[src/rtl/core/fid_pkg.sv]
// ----------------------------------------------------------------------------
// fid_pkg
// Shared types and constants for the fault injection decider.
// ----------------------------------------------------------------------------
package fid_pkg;

   localparam int unsigned CSR_INDEX_WIDTH = 3;
   localparam int unsigned CSR_DATA_WIDTH  = 32;
   localparam int unsigned DIVISOR_WIDTH   = 32;

   localparam logic [CSR_INDEX_WIDTH-1:0] CSR_FAIL_PERCENT   = 3'd0;
   localparam logic [CSR_INDEX_WIDTH-1:0] CSR_EVERY_NTH      = 3'd1;
   localparam logic [CSR_INDEX_WIDTH-1:0] CSR_FAIL_BUDGET    = 3'd2;
   localparam logic [CSR_INDEX_WIDTH-1:0] CSR_SPACE_BUDGET   = 3'd3;
   localparam logic [CSR_INDEX_WIDTH-1:0] CSR_FILTER_BY_TASK = 3'd4;

   localparam logic [DIVISOR_WIDTH-1:0] PERCENT_BASE     = 32'd100;
   localparam logic [31:0]              BUDGET_UNLIMITED = 32'hFFFF_FFFF;

   // floor(x / 100) = (x * PERCENT_RECIP) >> PERCENT_SHIFT for any 32-bit x
   localparam logic [31:0]              PERCENT_RECIP    = 32'h51EB_851F;
   localparam int unsigned              PERCENT_SHIFT    = 37;

   typedef struct packed {
      logic busy;
      logic done;
   } rem_status_type;

endpackage

[src/rtl/core/fid_rem_unit.sv]
// ----------------------------------------------------------------------------
// fid_rem_unit
// Bit-serial restoring remainder unit, one dividend bit per cycle.
// ----------------------------------------------------------------------------
module fid_rem_unit #(
   parameter int unsigned DIVIDEND_WIDTH = 32
) (
   input  logic                                clock,
   input  logic                                reset,
   input  logic                                start,
   input  logic [DIVIDEND_WIDTH-1:0]           dividend,
   input  logic [fid_pkg::DIVISOR_WIDTH-1:0]   divisor,
   output logic [fid_pkg::DIVISOR_WIDTH-1:0]   remainder,
   output fid_pkg::rem_status_type             status
);
   import fid_pkg::*;

   localparam int unsigned STEP_WIDTH = $clog2(DIVIDEND_WIDTH + 1);

   logic [STEP_WIDTH-1:0]      step_ff, step_in;
   logic                       done_ff, done_in;
   logic [DIVIDEND_WIDTH-1:0]  dividend_ff, dividend_in;
   logic [DIVISOR_WIDTH-1:0]   divisor_ff, divisor_in;
   logic [DIVISOR_WIDTH:0]     rem_ff, rem_in;
   logic [DIVISOR_WIDTH:0]     shifted;
   logic [DIVISOR_WIDTH:0]     divisor_ext;

   assign shifted     = {rem_ff[DIVISOR_WIDTH-1:0], dividend_ff[DIVIDEND_WIDTH-1]};
   assign divisor_ext = {1'b0, divisor_ff};

   always_comb begin
      step_in     = step_ff;
      done_in     = 1'b0;
      dividend_in = dividend_ff;
      divisor_in  = divisor_ff;
      rem_in      = rem_ff;
      if (start) begin
         step_in     = STEP_WIDTH'(DIVIDEND_WIDTH);
         dividend_in = dividend;
         divisor_in  = divisor;
         rem_in      = '0;
      end else if (step_ff != '0) begin
         step_in     = step_ff - STEP_WIDTH'(1);
         dividend_in = {dividend_ff[DIVIDEND_WIDTH-2:0], 1'b0};
         rem_in      = (shifted >= divisor_ext) ? (shifted - divisor_ext) : shifted;
         done_in     = (step_ff == STEP_WIDTH'(1));
      end
   end

   always_ff @(posedge clock) begin
      if (reset) begin
         step_ff <= '0;
         done_ff <= 1'b0;
      end else begin
         step_ff <= step_in;
         done_ff <= done_in;
      end
      dividend_ff <= dividend_in;
      divisor_ff  <= divisor_in;
      rem_ff      <= rem_in;
   end

   assign remainder   = rem_ff[DIVISOR_WIDTH-1:0];
   assign status.busy = (step_ff != '0);
   assign status.done = done_ff;

endmodule

[src/rtl/core/fault_injection_decider_top.sv]
// ----------------------------------------------------------------------------
// fault_injection_decider_top
// Decides per request whether to force a failure, from filter, budgets,
// interval and percentage registers.
// ----------------------------------------------------------------------------
// One request at a time. A request that passes on the task filter, the
// failure budget or the space budget goes from the check state straight to
// the finish state. One that goes straight to the percentage check (interval
// of 0 or 1) waits in ST_WAIT_RND while random_word modulo 100 comes from a
// two-stage reciprocal multiply. One that reaches the interval check runs the
// counter modulo every_nth through a single bit-serial remainder unit, one
// bit per cycle over DW dividend bits, where DW is the larger of COUNT_WIDTH
// and 32. req_ready is high whenever no request is in work; a finished
// result waits in an output register and does not hold off the next
// request. Configuration writes are always taken; writing the failure
// or space budget also loads the running count.
module fault_injection_decider_top #(
   parameter int unsigned COUNT_WIDTH = 32
) (
   input  logic                                  clock,
   input  logic                                  reset,
   input  logic                                  req_valid,
   output logic                                  req_ready,
   input  logic [30:0]                           req_request_size,
   input  logic                                  req_caller_eligible,
   input  logic                                  req_from_interrupt,
   input  logic [31:0]                           req_random_word,
   output logic                                  rsp_valid,
   input  logic                                  rsp_ready,
   output logic                                  rsp_inject_fault,
   input  logic                                  csr_valid,
   output logic                                  csr_ready,
   input  logic [fid_pkg::CSR_INDEX_WIDTH-1:0]   csr_index,
   input  logic [fid_pkg::CSR_DATA_WIDTH-1:0]    csr_data
);
   import fid_pkg::*;

   localparam int unsigned DW = (COUNT_WIDTH > 32) ? COUNT_WIDTH : 32;

   localparam logic [2:0] ST_IDLE     = 3'd0;
   localparam logic [2:0] ST_CHECK    = 3'd1;
   localparam logic [2:0] ST_WAIT_CNT = 3'd2;
   localparam logic [2:0] ST_WAIT_RND = 3'd3;
   localparam logic [2:0] ST_FINISH   = 3'd4;
   localparam logic [2:0] ST_PERCENT  = 3'd5;

   logic [2:0]             state_ff, state_in;
   logic [6:0]             fail_percent_ff, fail_percent_in;
   logic [31:0]            every_nth_ff, every_nth_in;
   logic                   filter_ff, filter_in;
   logic [31:0]            failures_left_ff, failures_left_in;
   logic [30:0]            space_left_ff, space_left_in;
   logic [COUNT_WIDTH-1:0] counter_ff, counter_in;
   logic                   rsp_valid_ff, rsp_valid_in;
   logic                   rsp_fault_ff, rsp_fault_in;
   logic                   result_ff, result_in;
   logic [30:0]            size_ff;
   logic                   eligible_ff;
   logic                   irq_ff;
   logic [31:0]            rnd_ff;
   logic [6:0]             rnd_quot_ff;
   logic [6:0]             rnd_mod_ff;

   logic                   rem_start;
   logic [DW-1:0]          rem_dividend;
   logic [DIVISOR_WIDTH-1:0] rem_divisor;
   logic [DIVISOR_WIDTH-1:0] rem_value;
   rem_status_type         rem_status;
   logic                   csr_write;
   logic                   req_accept;
   logic [COUNT_WIDTH-1:0] counter_next;

   assign req_ready  = (state_ff == ST_IDLE);
   assign req_accept = req_valid && req_ready;
   assign csr_ready  = 1'b1;
   assign csr_write  = csr_valid && csr_ready;
   assign counter_next = counter_ff + COUNT_WIDTH'(1);

   fid_rem_unit #(
      .DIVIDEND_WIDTH (DW)
   ) u_rem (
      .clock     (clock),
      .reset     (reset),
      .start     (rem_start),
      .dividend  (rem_dividend),
      .divisor   (rem_divisor),
      .remainder (rem_value),
      .status    (rem_status)
   );

   always_comb begin
      state_in         = state_ff;
      fail_percent_in  = fail_percent_ff;
      every_nth_in     = every_nth_ff;
      filter_in        = filter_ff;
      failures_left_in = failures_left_ff;
      space_left_in    = space_left_ff;
      counter_in       = counter_ff;
      rsp_valid_in     = rsp_valid_ff && !rsp_ready;
      rsp_fault_in     = rsp_fault_ff;
      result_in        = result_ff;
      rem_start        = 1'b0;
      rem_dividend     = DW'(counter_next);
      rem_divisor      = every_nth_ff;

      case (state_ff)
         ST_IDLE: begin
            if (req_accept) begin
               state_in = ST_CHECK;
            end
         end
         ST_CHECK: begin
            result_in = 1'b0;
            if ((filter_ff && !(eligible_ff && !irq_ff)) || (failures_left_ff == '0)) begin
               state_in = ST_FINISH;
            end else if (space_left_ff > size_ff) begin
               space_left_in = space_left_ff - size_ff;
               state_in      = ST_FINISH;
            end else if (every_nth_ff > 32'd1) begin
               counter_in   = counter_next;
               rem_start    = 1'b1;
               state_in     = ST_WAIT_CNT;
            end else begin
               state_in  = ST_WAIT_RND;
            end
         end
         ST_WAIT_CNT: begin
            if (rem_status.done) begin
               if (rem_value != '0) begin
                  state_in = ST_FINISH;
               end else begin
                  state_in = ST_PERCENT;
               end
            end
         end
         ST_WAIT_RND: begin
            state_in = ST_PERCENT;
         end
         ST_PERCENT: begin
            if (fail_percent_ff > rnd_mod_ff) begin
               result_in = 1'b1;
               if (failures_left_ff != BUDGET_UNLIMITED) begin
                  failures_left_in = failures_left_ff - 32'd1;
               end
            end
            state_in = ST_FINISH;
         end
         ST_FINISH: begin
            if (!rsp_valid_ff || rsp_ready) begin
               rsp_valid_in = 1'b1;
               rsp_fault_in = result_ff;
               state_in     = ST_IDLE;
            end
         end
         default: begin
            state_in = ST_IDLE;
         end
      endcase

      if (csr_write) begin
         case (csr_index)
            CSR_FAIL_PERCENT:   fail_percent_in = csr_data[6:0];
            CSR_EVERY_NTH:      every_nth_in    = csr_data;
            CSR_FAIL_BUDGET:    failures_left_in = csr_data;
            CSR_SPACE_BUDGET:   space_left_in   = csr_data[30:0];
            CSR_FILTER_BY_TASK: filter_in       = csr_data[0];
            default: begin
            end
         endcase
      end
   end

   always_ff @(posedge clock) begin
      if (reset) begin
         state_ff         <= ST_IDLE;
         fail_percent_ff  <= '0;
         every_nth_ff     <= 32'd1;
         filter_ff        <= 1'b0;
         failures_left_ff <= 32'd1;
         space_left_ff    <= '0;
         counter_ff       <= '0;
         rsp_valid_ff     <= 1'b0;
      end else begin
         state_ff         <= state_in;
         fail_percent_ff  <= fail_percent_in;
         every_nth_ff     <= every_nth_in;
         filter_ff        <= filter_in;
         failures_left_ff <= failures_left_in;
         space_left_ff    <= space_left_in;
         counter_ff       <= counter_in;
         rsp_valid_ff     <= rsp_valid_in;
      end
      rsp_fault_ff <= rsp_fault_in;
      result_ff    <= result_in;
      // random_word mod 100: low quotient bits, then remainder modulo 128
      rnd_quot_ff  <= 7'((64'(rnd_ff) * 64'(PERCENT_RECIP)) >> PERCENT_SHIFT);
      rnd_mod_ff   <= rnd_ff[6:0] - rnd_quot_ff * PERCENT_BASE[6:0];
      if (req_accept) begin
         size_ff     <= req_request_size;
         eligible_ff <= req_caller_eligible;
         irq_ff      <= req_from_interrupt;
         rnd_ff      <= req_random_word;
      end
   end

   assign rsp_valid        = rsp_valid_ff;
   assign rsp_inject_fault = rsp_fault_ff;

`ifndef SYNTH
   a_accept_to_check: assert property (@(posedge clock) disable iff (reset)
      req_accept |=> (state_ff == ST_CHECK))
      else $error("accepted request did not enter check");

   a_done_in_wait: assert property (@(posedge clock) disable iff (reset)
      rem_status.done |-> (state_ff == ST_WAIT_CNT))
      else $error("remainder finished outside a wait state");

   a_unit_idle_outside_wait: assert property (@(posedge clock) disable iff (reset)
      (state_ff == ST_IDLE || state_ff == ST_FINISH) |-> !rem_status.busy)
      else $error("remainder unit busy while no request in work");

   a_budget_stable_idle: assert property (@(posedge clock) disable iff (reset)
      (state_ff == ST_IDLE && !csr_write) |=> $stable(failures_left_ff))
      else $error("failure budget changed while idle");
`endif

endmodule
[config.mk]
export PLATFORM = sky130hd
export DESIGN_NAME = fault_injection_decider_top
export DESIGN_NICKNAME = d
export VERILOG_FILES = /design/src/rtl/core/fid_pkg.sv /design/src/rtl/core/fid_rem_unit.sv /design/src/rtl/core/fault_injection_decider_top.sv
export SDC_FILE = /design/constraint.sdc
export NUM_CORES = 2
export LEC_CHECK = 0
export BUFFER_PORTS_ARGS = -buffer_cell sky130_fd_sc_hd__buf_2
export CAP_MARGIN = 40
export CORE_MARGIN = 2
export CORE_UTILIZATION = 31
export CTS_CLUSTER_DIAMETER = 100
export DETAILED_ROUTE_END_ITERATION = 7
export GPL_ROUTABILITY_DRIVEN = 0
export PLACE_DENSITY = 0.51
export SETUP_SLACK_MARGIN = 0.4
export SYNTH_ARGS = -nofsm -noshare
export SYNTH_HDL_FRONTEND = slang
export SYNTH_SLANG_ARGS = --single-unit
[constraint.sdc]
create_clock -name clock -period 7.3 [get_ports clock]
set_clock_uncertainty 0.05 [all_clocks]
set_input_delay 1.095 -clock clock [delete_from_list [all_inputs] [get_ports clock]]
set_output_delay 1.095 -clock clock [all_outputs]
set_load 0.1 [all_outputs]
==> results.cfg <==
[run_status]
status = finished clean

[critical_path]
r2r_start = rnd_ff[12]
crit_path_max_fanout = 6
cp_cell_sequence = buf_4 -> buf_4 -> fa_1 -> ha_1 -> inv_1 -> fa_1 -> inv_1 -> fa_1 -> fa_1 -> fa_1 -> fa_1 -> inv_1 -> fa_1 -> inv_1 -> ha_1 -> a21o_1 -> a211o_1 -> nor3_4 -> nor2_1 -> a21o_1 -> a211oi_2 -> nor3_1
rrSetupSlack_ns = 0.66
critPathLaunchType = register
crit_path_end_kind = register
critical_path.max_stage_delay_ns = 0.56
crit_arrival_ns = 7.05
crit_top_cell = fa_1
ff2ff_path_depth = 22
worst_ep_required_time_ns = 7.71
critical_path_buf_inv_count = 6
path_delay_family = adder cells
critPathKind = reg -> reg
r2r_end = rnd_quot_ff[1]
slowest_stage = fa_1

[synthesis]
seq_area_frac_synth = 0.267
syn-mean-instance-area_sq_um = 9.58
synthesis.area_sq_um = 29000
post-synth-top-count-cell = inv_1
synth-seq-cells = 321
yosysTopAreaCellShare = 0.213
synth_area_leader_cell = fa_1
synth_area_leaders = fa_1, ha_1, edfxtp_1
synth.top_cells.by_count = inv_1, ha_1, fa_1
syn-num-nets = 3773
synth_cell_types = 86
synth_edf_count = 131
synth-async-reset-ratio = 0
synthFlopType = dfxtp_1
synthCells = 3024
synth_warnings = 0

[grt]
grt_pass1_wl_mm = 123
overflow = 0
grt_pass1_vias = 21412
antenna_found_initial = 7
grt_max_degree = 74
track_usage = 0.167

[job]
drv_cap = 0

[timing]
rsz0062_at_grt = false
hold_viol = 0
holdWs_ns = 0.406
fmax_mhz = 151
fin_tns_setup_ns = 0
drv_slew = 0
post-route-period-util = 0.910
relSlewSlack = 0.402
period_needed_ns = 6.64
tightest_slew_ns = 0.894
finalSetupViolCount = 0

[worst_hold_path]
whs_endpoint = u_rem.divisor_ff[17]
min_from = every_nth_ff[17]
hold_path_class = reg -> reg
hold_depth = 0

[placement]
io_buffer_count = 107
hpwl_mm = 63.2
placedCellCount = 4345

[detailed_routing]
avgViaCountPerCell = 4.65
wl_mm = 78.2
drt-initial-drc-count = 1106
ant_nets = 0
drcViolationCount = 0
vias = 20737
wl_per_cell_microns = 17.6
firstDrtPassIters = 5

[final_layout]
layout-drive-gt1-share = 0.0915
stdcell_count = 4456
fin_util = 0.353
nets = 3919
syn2layout_area_growth_pct = 13.2

[clock_network]
clkTransAtPathRegs_ns = 0.06
cts_buffers = 41
clk_path_buf_depth = 3
clockRootBuffer = clkbuf_16
clk-insertion-delay-late_ns = 0.58
hold_buffers = 0
cts_tree = built
ctsHtreeMaxLevel = 2
cts.sinks = 321

[floorplan]
die_area_sq_um = 96000
die_w_microns = 310
core-area_sq_um = 93000
ioPinCount = 109
initial_core_util = 0.311
fp-row-count = 112
die_y_microns = 310
## area by class of cell
type	count	area, sq um
antenna	1	2.50
clock buffer	56	1140
clock inverter	18	214
fill	9715	60200
inverter	686	2570
multi-input combinational	1941	18500
sequential	321	7740
tap	1254	1570
timing repair buffer	179	1110
## how the worst max path moves through the flow
stage                           from             end  slack (ns)  cells past startpoint
after global placement     rnd_ff[5]  rnd_quot_ff[3]        0.43                     21
final                     rnd_ff[12]  rnd_quot_ff[1]        0.66                     22
after floorplan           rnd_ff[13]  rnd_quot_ff[3]        0.85                     21
after CTS                 rnd_ff[10]  rnd_quot_ff[4]        0.39                     24
after detailed placement   rnd_ff[5]  rnd_quot_ff[4]        0.33                     25
after global routing       rnd_ff[6]  rnd_quot_ff[4]        0.40                     25
## routing by layer
layer,up-vias,global-route usage,share of wire
met5,-,0,0
met2,345,0.273,0.46
met4,0,0.0464,0.026
li1,10232,-,-
met3,107,0.0309,0.048
met1,10053,0.227,0.46
## registers in the layout (all words and copies together), names as in the netlist, 3 cells and up
register and cells:
counter_ff 32, every_nth_ff 32, fail_percent_ff 7, failures_left_ff 32, rnd_ff 32, rnd_mod_ff 7, rnd_quot_ff 5, size_ff 31
space_left_ff 31, state_ff 3, u_rem.dividend_ff 32, u_rem.divisor_ff 32, u_rem.rem_ff 32, u_rem.step_ff 6
## placed cells by master, fill, tap and decap left out, drive strengths merged, types with 52 or more instances in the layout
cell type  synthesis  routed
a211oi            84      84
a21oi            132     132
buf               16     179
clkbuf            60      56
dfxtp            190     190
edfxtp           131     131
fa               308     308
ha               336     336
inv              686     688
mux2i             52      52
nand2            188     188
nor2             167     167
o21ai             95      95
xnor2             98      98
xor2              54      54
## worst register-to-register path, delay by kind of cell, from the launching register on
family,cells,cell delay [ns]
AOI/OAI and AO/OA,4,0.89
adders and majority gates,9,4.21
DFF,1,0.53
buffers and inverters,6,0.53
and+or+nand+nor,3,0.29
## repair_timing
| item | 4_1_cts | 5_1_grt |
|---|---|---|
| endpoints found under the setup margin | 3 | 5 |
| gates resized for setup | 0 | 22 |
| buffers inserted | 13 | 23 |
| pin swaps | 0 | 8 |
## per-stage QoR
| step | instance area [sq um] | setup slack [ns] |
|---|---|---|
| finish | 32800 | 0.659 |
| global route | 32800 | 0.400 |
| CTS | 32500 | 0.392 |
| detailed placement | 31100 | 0.331 |
| global placement | 31000 | 0.431 |
| floorplan | 29000 | 0.851 |
## kinds of logic (layout without fill, tap and decap cells)
group | Yosys count | after routing | synth area share
simple gates | 631 | 631 | 0.108
flops | 321 | 321 | 0.267
buf+inv | 762 | 939 | 0.0997
other cells | 1 | 2 | 0.000129
xor+xnor | 152 | 152 | 0.0459
compound gates | 461 | 461 | 0.104
fa+ha+maj | 644 | 644 | 0.358
mux | 52 | 52 | 0.0180
Power is left out: the tool's default activity adds up to more than one toggle a clock period on the data nets, which glitch-free logic cannot reach.
